===== src/design/assert_macros.svh =====
// Assertion macros used by the RTL of the add/sub/mul/div unit.
`ifndef ASSERT_MACROS_SVH
`define ASSERT_MACROS_SVH
`ifndef SYNTH
// Check a property on every clock edge outside reset.
`define ASSERT_PROP(lbl, clk, rstn, prop, msg) \
	lbl: assert property (@(posedge clk) disable iff (!rstn) (prop)) else $error(msg);
// Check that a condition is followed by another in the next cycle.
`define ASSERT_NEXT(lbl, clk, rstn, ante, cons, msg) \
	lbl: assert property (@(posedge clk) disable iff (!rstn) (ante) |=> (cons)) else $error(msg);
`else
`define ASSERT_PROP(lbl, clk, rstn, prop, msg)
`define ASSERT_NEXT(lbl, clk, rstn, ante, cons, msg)
`endif
`endif


===== src/design/sasmd_pkg.sv =====
// Types and codes of the signed add/sub/mul/div unit.
`default_nettype none
package sasmd_pkg;

	typedef enum logic [1:0] {
		KIND_ADD = 2'd0,
		KIND_SUB = 2'd1,
		KIND_MUL = 2'd2,
		KIND_DIV = 2'd3
	} kind_t;

	typedef enum logic [2:0] {
		ST_IDLE,
		ST_ALU,
		ST_ABS_A,
		ST_ABS_B,
		ST_ITER,
		ST_SIGN
	} state_t;

endpackage
`default_nettype wire


===== src/design/signed_add_sub_mul_div_unit.sv =====
// Signed add / subtract / multiply / divide unit around one shared adder.
//
//  channel   direction  tdata                            tuser
//  s_axis    in         operand_a, operand_b (low first)  kind
//  m_axis    out        result_value                      divide_by_zero
//
// Add and subtract go through ST_ALU before the result is loaded; a divide by zero
// loads its result straight from ST_IDLE. Multiply and divide run two magnitude
// steps, DATA_WIDTH shift-add or shift-subtract steps and one sign step, all on
// the single DATA_WIDTH+1 bit adder. The input is not ready while an item is in
// work; a waiting result stalls only the next acceptance. arst_n clears control.
`default_nettype none
`include "assert_macros.svh"
module signed_add_sub_mul_div_unit
	import sasmd_pkg::*;
#(
	parameter int DATA_WIDTH = 32
) (
	input  wire logic                                   clk,
	input  wire logic                                   arst_n,
	input  wire logic                                   s_tvalid,
	output logic                                        s_tready,
	// operand_a [DATA_WIDTH-1:0], operand_b [2*DATA_WIDTH-1:DATA_WIDTH], zero fill
	input  wire logic [((2*DATA_WIDTH+7)/8)*8-1:0]      s_tdata,
	// kind [1:0]
	input  wire logic [1:0]                             s_tuser,
	output logic                                        m_tvalid,
	input  wire logic                                   m_tready,
	// result_value [DATA_WIDTH-1:0], zero fill
	output logic [((DATA_WIDTH+7)/8)*8-1:0]             m_tdata,
	// divide_by_zero [0]
	output logic                                        m_tuser
);

	localparam int CNT_W = $clog2(DATA_WIDTH + 1);

	state_t                  state_q, state_d;
	kind_t                   op_q;
	logic                    neg_q;
	logic [DATA_WIDTH-1:0]   x_q;
	logic [DATA_WIDTH-1:0]   y_q;
	logic [DATA_WIDTH-1:0]   acc_q;
	logic [CNT_W-1:0]        cnt_q;
	logic [DATA_WIDTH-1:0]   res_q;
	logic                    dz_q;
	logic                    m_valid_q;

	logic [DATA_WIDTH-1:0]   add_x, add_y;
	logic                    add_sub;
	logic [DATA_WIDTH:0]     add_sum;
	logic [DATA_WIDTH-1:0]   rem_sh;
	logic [DATA_WIDTH-1:0]   fin_val;
	logic                    accept;
	logic                    load_out;
	logic [DATA_WIDTH-1:0]   in_a, in_b;
	kind_t                   in_kind;

	assign in_a    = s_tdata[DATA_WIDTH-1:0];
	assign in_b    = s_tdata[2*DATA_WIDTH-1:DATA_WIDTH];
	assign in_kind = kind_t'(s_tuser);
	assign accept  = s_tvalid && s_tready;
	assign rem_sh  = {acc_q[DATA_WIDTH-2:0], x_q[DATA_WIDTH-1]};
	assign fin_val = (op_q == KIND_MUL) ? acc_q : x_q;

	// Shared adder: carry out of the top bit means x >= y when subtracting.
	assign add_sum = {1'b0, add_x} + {1'b0, (add_sub ? ~add_y : add_y)}
		+ {{DATA_WIDTH{1'b0}}, add_sub};

	always_comb begin
		state_d  = state_q;
		s_tready = 1'b0;
		load_out = 1'b0;
		add_x    = x_q;
		add_y    = y_q;
		add_sub  = 1'b0;
		unique case (state_q)
			ST_IDLE: begin
				s_tready = !m_valid_q || m_tready;
				if (s_tvalid && s_tready) begin
					if (in_kind == KIND_ADD || in_kind == KIND_SUB) begin
						state_d = ST_ALU;
					end else if (in_kind == KIND_DIV && in_b == '0) begin
						load_out = 1'b1;
					end else begin
						state_d = ST_ABS_A;
					end
				end
			end
			ST_ALU: begin
				add_sub  = (op_q == KIND_SUB);
				load_out = 1'b1;
				state_d  = ST_IDLE;
			end
			ST_ABS_A: begin
				add_x   = '0;
				add_y   = x_q;
				add_sub = 1'b1;
				state_d = ST_ABS_B;
			end
			ST_ABS_B: begin
				add_x   = '0;
				add_y   = y_q;
				add_sub = 1'b1;
				state_d = ST_ITER;
			end
			ST_ITER: begin
				if (op_q == KIND_MUL) begin
					add_x = acc_q;
					add_y = x_q;
				end else begin
					add_x   = rem_sh;
					add_y   = y_q;
					add_sub = 1'b1;
				end
				if (cnt_q == CNT_W'(1)) begin
					state_d = ST_SIGN;
				end
			end
			ST_SIGN: begin
				add_x    = '0;
				add_y    = fin_val;
				add_sub  = 1'b1;
				load_out = 1'b1;
				state_d  = ST_IDLE;
			end
			default: begin
				state_d = ST_IDLE;
			end
		endcase
	end

	always_ff @(posedge clk or negedge arst_n) begin
		if (!arst_n) begin
			state_q   <= ST_IDLE;
			m_valid_q <= 1'b0;
		end else begin
			state_q <= state_d;
			if (load_out) begin
				m_valid_q <= 1'b1;
			end else if (m_tready) begin
				m_valid_q <= 1'b0;
			end
		end
	end

	always_ff @(posedge clk) begin
		if (accept) begin
			op_q  <= in_kind;
			x_q   <= in_a;
			y_q   <= in_b;
			neg_q <= in_a[DATA_WIDTH-1] ^ in_b[DATA_WIDTH-1];
			acc_q <= '0;
		end
		unique case (state_q)
			ST_ABS_A: begin
				if (x_q[DATA_WIDTH-1]) begin
					x_q <= add_sum[DATA_WIDTH-1:0];
				end
			end
			ST_ABS_B: begin
				if (y_q[DATA_WIDTH-1]) begin
					y_q <= add_sum[DATA_WIDTH-1:0];
				end
				cnt_q <= CNT_W'(DATA_WIDTH);
			end
			ST_ITER: begin
				cnt_q <= cnt_q - CNT_W'(1);
				if (op_q == KIND_MUL) begin
					if (y_q[0]) begin
						acc_q <= add_sum[DATA_WIDTH-1:0];
					end
					x_q <= {x_q[DATA_WIDTH-2:0], 1'b0};
					y_q <= {1'b0, y_q[DATA_WIDTH-1:1]};
				end else begin
					// restoring step: keep the difference when it did not borrow
					acc_q <= add_sum[DATA_WIDTH] ? add_sum[DATA_WIDTH-1:0] : rem_sh;
					x_q   <= {x_q[DATA_WIDTH-2:0], add_sum[DATA_WIDTH]};
				end
			end
			default: begin
			end
		endcase
		if (load_out) begin
			priority if (state_q == ST_IDLE) begin
				res_q <= '0;
				dz_q  <= 1'b1;
			end else if (state_q == ST_SIGN) begin
				res_q <= neg_q ? add_sum[DATA_WIDTH-1:0] : fin_val;
				dz_q  <= 1'b0;
			end else begin
				res_q <= add_sum[DATA_WIDTH-1:0];
				dz_q  <= 1'b0;
			end
		end
	end

	assign m_tvalid = m_valid_q;
	assign m_tuser  = dz_q;

	always_comb begin
		m_tdata                 = '0;
		m_tdata[DATA_WIDTH-1:0] = res_q;
	end

	`ASSERT_PROP(a_no_overwrite, clk, arst_n, !load_out || !m_valid_q || m_tready,
		"result overwritten before transfer")
	`ASSERT_PROP(a_dz_zero, clk, arst_n, !(m_valid_q && dz_q) || res_q == '0,
		"divide by zero with nonzero result")
	`ASSERT_NEXT(a_abs_to_iter, clk, arst_n, state_q == ST_ABS_B,
		state_q == ST_ITER && cnt_q == CNT_W'(DATA_WIDTH),
		"iteration did not start with full count")

endmodule
`default_nettype wire

===== config.mk =====
export PLATFORM = sky130hd
export DESIGN_NAME = signed_add_sub_mul_div_unit
export DESIGN_NICKNAME = d
export VERILOG_FILES = /design/src/design/sasmd_pkg.sv /design/src/design/signed_add_sub_mul_div_unit.sv
export VERILOG_INCLUDE_DIRS = /design/src /design/src/design
export SDC_FILE = /design/constraint.sdc
export NUM_CORES = 1
export LEC_CHECK = 0
export BUFFER_PORTS_ARGS = -buffer_cell sky130_fd_sc_hd__clkbuf_2
export CELL_PAD_IN_SITES_DETAIL_PLACEMENT = 1
export CELL_PAD_IN_SITES_GLOBAL_PLACEMENT = 2
export CORE_ASPECT_RATIO = 0.75
export CORE_MARGIN = 2
export CORE_UTILIZATION = 37
export DETAILED_ROUTE_END_ITERATION = 12
export PLACE_DENSITY_LB_ADDON = 0.08
export SETUP_SLACK_MARGIN = 0.5
export SLEW_MARGIN = 20
export SYNTH_ARGS = -nofsm -noshare
export SYNTH_HDL_FRONTEND = slang
export SYNTH_SLANG_ARGS = --single-unit

===== constraint.sdc =====
create_clock -name clk -period 4.8 [get_ports clk]
set_input_delay 0.24 -clock clk [delete_from_list [all_inputs] [get_ports clk]]
set_output_delay 0.24 -clock clk [all_outputs]
set_load 0.005 [all_outputs]

# Yosys cells after proc, flatten, opt, wreduce, memory -nomap -nowiden
# Cells that the tools add are included.
# Widths: inputs -> output; s select.
[word_totals]
ff_bits = 142
in_bits = 70
[classes]
n_eq_ne = 13
n_mux = 37
reduce_logical = 14
add_sub_neg = 3
n_bitwise = 2
[ops]
columns = ["operator", "n"]
rows = [
  ["$mux 32", 16],
  ["$pmux 32 s2", 3],
  ["$pmux 32 s3", 1],
  ["$add 32x32->33", 1],
  ["$add 33x1->33", 1],
  ["$logic_not 32->1", 1],
  ["$not 32->32", 1],
  ["$mux 3", 4],
  ["$pmux 3 s4", 1],
  ["$pmux 6 s2", 1],
  ["$mux 1", 9],
  ["$eq 3x2->1 const B", 2],
  ["$eq 3x3->1 const B", 2],
  ["$eq 6x1->1 const B", 1],
  ["$sub 6x1->6 const B", 1],
  ["$eq 2x1->1 const B", 2],
  ["$eq 2x2->1 const B", 2],
  ["$ne 2x2->1 const B", 2],
  ["$reduce_bool 2->1", 2],
  ["$eq 3x1->1 const B", 1],
  ["$logic_and 1x1->1", 3],
  ["$logic_not 3->1", 1],
  ["$ne 3x3->1 const B", 1],
  ["$pmux 1 s3", 1],
  ["8 further kinds", 9],
]

# Depth between registers and ports, before layout
[depth]
word_depth = 10
ltp_mapped = 22

# Least setup slack after synthesis
# OpenSTA, ideal clock, no wires.
[synth_path]
kind = "reg2reg"
startpoint = "register state_q[0]"
endpoint = "register res_q[29] (netlist: m_tdata[29]) (data pin)"
required_time_ns = 4.528
setup_ns = 0.272
slack_ns = 0.499
path_stages_with_launch = 20
t_arrival_ns = 4.030
period_less_slack_ns = 4.301
n_path_buf = 3
cell_sequence = "dfrtp_1 > buf_2 > clkbuf_1 > nor2b_1 > nand2_1 > o22ai_1 > clkbuf_1 > a222oi_1 > xnor2_1 > ha_1 > and3_1 > nor2b_1 > a221oi_1 > o21ai_0 > a21o_1 > a311oi_1 > o31ai_1 > a21oi_1 > xor2_1 > a211oi_1"
[synth_via]
elab_chain_cells = 8
[synth_rtl]
columns = ["item", "line", "text"]
rows = [
  ["start, declared", "signed_add_sub_mul_div_unit.sv:37", "state_t state_q, state_d;"],
  ["start signal, assigned", "signed_add_sub_mul_div_unit.sv:137", "state_q <= state_d;"],
  ["$eq 3x3->1, or another cell as far along", "signed_add_sub_mul_div_unit.sv:76, signed_add_sub_mul_div_unit.sv:187", ""],
  ["$reduce_or 3->1 (no line) / $pmux 32 s3 (equally long branches)", "--", ""],
  ["$pmux 1 s3 / $not 32->32 (equally long branches)", "signed_add_sub_mul_div_unit.sv:76, signed_add_sub_mul_div_unit.sv:66", ""],
  ["$mux 32", "signed_add_sub_mul_div_unit.sv:66", "assign add_sum = {1'b0, add_x} + {1'b0, (add_sub ? ~add_y : add_y)}"],
  ["$add 32x32->33", "signed_add_sub_mul_div_unit.sv:66", ""],
  ["$add 33x1->33", "signed_add_sub_mul_div_unit.sv:67", "+ {{DATA_WIDTH{1'b0}}, add_sub};"],
  ["$mux 32", "signed_add_sub_mul_div_unit.sv:188", "res_q <= neg_q ? add_sum[DATA_WIDTH-1:0] : fin_val;"],
  ["$mux 32", "signed_add_sub_mul_div_unit.sv:187", "end else if (state_q == ST_SIGN) begin"],
  ["end signal, assigned", "signed_add_sub_mul_div_unit.sv:188", ""],
  ["end signal, assigned", "signed_add_sub_mul_div_unit.sv:191", "res_q <= add_sum[DATA_WIDTH-1:0];"],
  ["end, declared", "signed_add_sub_mul_div_unit.sv:44", "logic [DATA_WIDTH-1:0] res_q;"],
]
# Several ways; a longest one is shown, not always the timed one.
# A chain may end at the register's enable or synchronous reset.

# Worst setup path in the final report
[layout_path]
startpoint = "register state_q[1]"
endpoint = "register acc_q[1]"
[layout_via]
elab_chain_cells = 9
[layout_rtl]
columns = ["item", "line", "text"]
rows = [
  ["$eq 3x3->1, or another cell as far along", "signed_add_sub_mul_div_unit.sv:76", "unique case (state_q)"],
  ["$reduce_or 3->1 (no line) / $pmux 32 s3 (equally long branches)", "--", ""],
  ["$pmux 1 s3 / $not 32->32 (equally long branches)", "signed_add_sub_mul_div_unit.sv:76, signed_add_sub_mul_div_unit.sv:66", ""],
  ["$mux 32", "signed_add_sub_mul_div_unit.sv:66", ""],
  ["$add 32x32->33", "signed_add_sub_mul_div_unit.sv:66", ""],
  ["$add 33x1->33", "signed_add_sub_mul_div_unit.sv:67", ""],
  ["$mux 32 (on tied branches)", "signed_add_sub_mul_div_unit.sv:176, signed_add_sub_mul_div_unit.sv:169", ""],
  ["$mux 32", "signed_add_sub_mul_div_unit.sv:168", "if (op_q == KIND_MUL) begin"],
  ["$mux 32 *", "signed_add_sub_mul_div_unit.sv:154", "unique case (state_q)"],
  ["end signal, assigned", "signed_add_sub_mul_div_unit.sv:170", "acc_q <= add_sum[DATA_WIDTH-1:0];"],
  ["end signal, assigned", "signed_add_sub_mul_div_unit.sv:176", "acc_q <= add_sum[DATA_WIDTH] ? add_sum[DATA_WIDTH-1:0] : rem_sh;"],
  ["end, declared", "signed_add_sub_mul_div_unit.sv:42", "logic [DATA_WIDTH-1:0] acc_q;"],
]
# Every way passes the cells marked *; elsewhere a longest branch is shown, timed or not.

==> qor.csv <==
metric,value,unit
drive_gt1_frac,0.256,
cts-root-buf,clkbuf_16,
synth_flop_cell,dfxtp_1,
initialDrtViolationCount,1119,
drc,0,
crit_family,compound AO/OA/AOI/OAI gates,
max_slew.worst_pin.slew,0.906,ns
min_path_type,in2reg,
fin_util,0.470,
slowest_stage,dfrtp_1,
grt_pass1_wl,60400,um
post-dp-hpwl,27700,um
nets,1361,
clk_latency,0.45,ns
synth_cells,1117,
drt_wl_total,39600,um
tns,0,ns
cts_max_path_buffers,2,
start_util,0.374,
fp.dieW,191,um
yosysUniqueCellTypes,64,
cts_tree,built,
async_flop_share,0.0282,
place_inst,1546,
min_period,4.31,ns
fill_cells,2994,
die_h,144,um
crit_chain,"and2b_2, a21oi_2, o22ai_2, buf_12, buf_8, a222oi_1, xnor2_1, ha_1, a21oi_2, o221ai_2, a21o_1, a221oi_2, o211ai_1, a31oi_1, a21oi_1, buf_4, nor2_4, buf_12, a22oi_1, o21ai_0",
relSlewSlack,0.395,
final_max_slew_viol_count,0,
layout_commonest_cell,nand2_1,
grt_usage,0.293,
yosysWarnings,0,
die-area,0.0274,sq mm
cp.arrival,4.68,ns
synth_top_area_cell,dfxtp_1,
clk_pin_slew,0.06,ns
status,finished clean,
synth_enable_flop_cells,42,
grt_max_degree,46,
final_cell_area,0.0121,sq mm
drtPass1Iterations,8,
max_stage_delay,0.42,ns
final_cell_mix,"nand2_1, clkbuf_2, dfxtp_1, buf_4, mux2i_1",
cp.required,5.17,ns
worstSetupEndpointType,flip-flop,
netlist.area_leader.share,0.199,
synthesis.area,0.00965,sq mm
syn_area_per_cell,8.64,sq um
via_count,9846,
io-pin-count,105,
rows,51,
h-tree-depth,4,
fmax,232,MHz
fin_skew,0.0135,ns
critPathLaunchType,flip-flop,
grt_pass1_vias,9812,
globalplace.congestion,0.875,
ant_nets,0,
syn_nets,1221,
overflow,0,
grt_setup_unrepaired,yes,
fin_cells,1615,
via_per_inst,6.10,
io_buffers,104,
cts_sinks,142,
synth_area_leaders,"dfxtp_1, edfxtp_1, mux2i_1, nand2_1, o221ai_1",
grt_antenna_before_repair,2,
finalHoldViolations,0,
maxCapViolCount,0,
wl_per_cell,24.5,um
area_growth_syn_to_layout,25.5,%
crit_buf_inv,4,
core_area,0.0258,sq mm
setup_viol,0,
cp_max_fo,17,
cts_buffers,17,
crit_type,reg2reg,
place_area,0.0109,sq mm
ys_ff_latch,142,
fin_crit_sh,0.898,
yosysSeqAreaShare,0.340,
[worst register-to-register path, delay by kind of cell (launching register included)]
family / cells / cell delay, ns
buffers and inverters: 4 / 0.72
XOR/XNOR: 1 / 0.13
flip-flops: 1 / 0.42
AND/OR/NAND/NOR: 2 / 0.45
AO/OA/AOI/OAI: 12 / 2.13
adder cells (fa/ha/maj): 1 / 0.38
[state kept, by name, indices dropped and copies added, names as in the netlist]
signal    count
acc_q        32
cnt_q         6
m_tdata      32
m_tuser       1
m_tvalid      1
neg_q         1
op_q          2
state_q       3
x_q          32
y_q          32
[synthesized netlist by cell type, types with 23 or more instances]
cell and count:
o221ai_1 66, xnor2_1 46, a222oi_1 31, ha_1 33
mux2i_1 67, o21ai_0 69, a21o_1 28, a22oi_1 23
nand2_1 161, and2_1 29, clkbuf_1 62, nor2_1 41
dfxtp_1 96, a21oi_1 72, edfxtp_1 42, a211oi_1 56
[layer usage]
layer / part of all wire / global-route usage / routed length (um) / vias up
met3: 0.082 / 0.0679 / 3260 / 46
met2: 0.41 / 0.412 / 16200 / 389
met5: 0 / 0 / 0 / -
met1: 0.49 / 0.442 / 19500 / 4848
met4: 0.017 / 0.0779 / 673 / 0
li1: - / - / - / 4563
[repair_timing]
action                                  in CTS  in global routing
hold buffers                                 2                  0
setup buffers                               18                 14
resized for setup                           32                 71
endpoints found under the setup margin      82                 87
pin swaps                                   21                 39
cloned                                       0                  2
hold endpoints to repair                     5                  0
[final cells by class]
cell class              count  area (sq um)  area share
diodes                      1          2.50    0.000207
clock buffers              27           526      0.0434
clock inverters             5          30.0     0.00248
inverters                  18          72.6     0.00599
multi-input cells         875          6400       0.528
flip-flops and latches    142          3280       0.271
well taps                 344           430      0.0355
repair buffers            203          1370       0.113
[metrics by stage]
stage | setup WS, ns | hold slack [ns]
after floorplan | 0.519 | -0.0556
after global placement | 0.0796 | 0.0570
after detailed placement | 0.0430 | 0.0565
after CTS | 0.489 | 0.0322
after global routing | 0.251 | 0.0433
final | 0.490 | 0.0488
[path summary, 6_finish.rpt]
check,from,endpoint,slack [ns],cells past startpoint
max,state_q[1]$_DFFE_PN0P_,acc_q[1]$_DFF_P_,0.49,20
max reg2reg,state_q[1]$_DFFE_PN0P_,acc_q[1]$_DFF_P_,0.49,20
max in group asynchronous,arst_n,state_q[0]$_DFFE_PN0P_,4.52,2
min,s_tuser[1],op_q[1]$_DFFE_PP_,0.05,1
min reg2reg,y_q[20]$_DFF_P_,y_q[19]$_DFF_P_,0.51,2
min in group asynchronous,arst_n,m_tvalid$_DFFE_PN0P_,0.14,2
[cell families (layout without fill, tap and decap cells)]
| family | count (synthesis) | after routing | share of synthesized area |
|---|---|---|---|
| AO/OA/AOI/OAI | 399 | 400 | 0.295 |
| XOR/XNOR | 67 | 67 | 0.0616 |
| adder cells (fa/ha/maj) | 34 | 34 | 0.0448 |
| buffers and inverters | 101 | 253 | 0.0416 |
| flip-flops | 142 | 142 | 0.340 |
| multiplexers | 67 | 67 | 0.0695 |
| other | 0 | 1 | 0 |
| AND/OR/NAND/NOR | 307 | 307 | 0.147 |
Power is left out: the tool's default activity adds up to more than one toggle a clock period on the data nets, which glitch-free logic cannot reach.
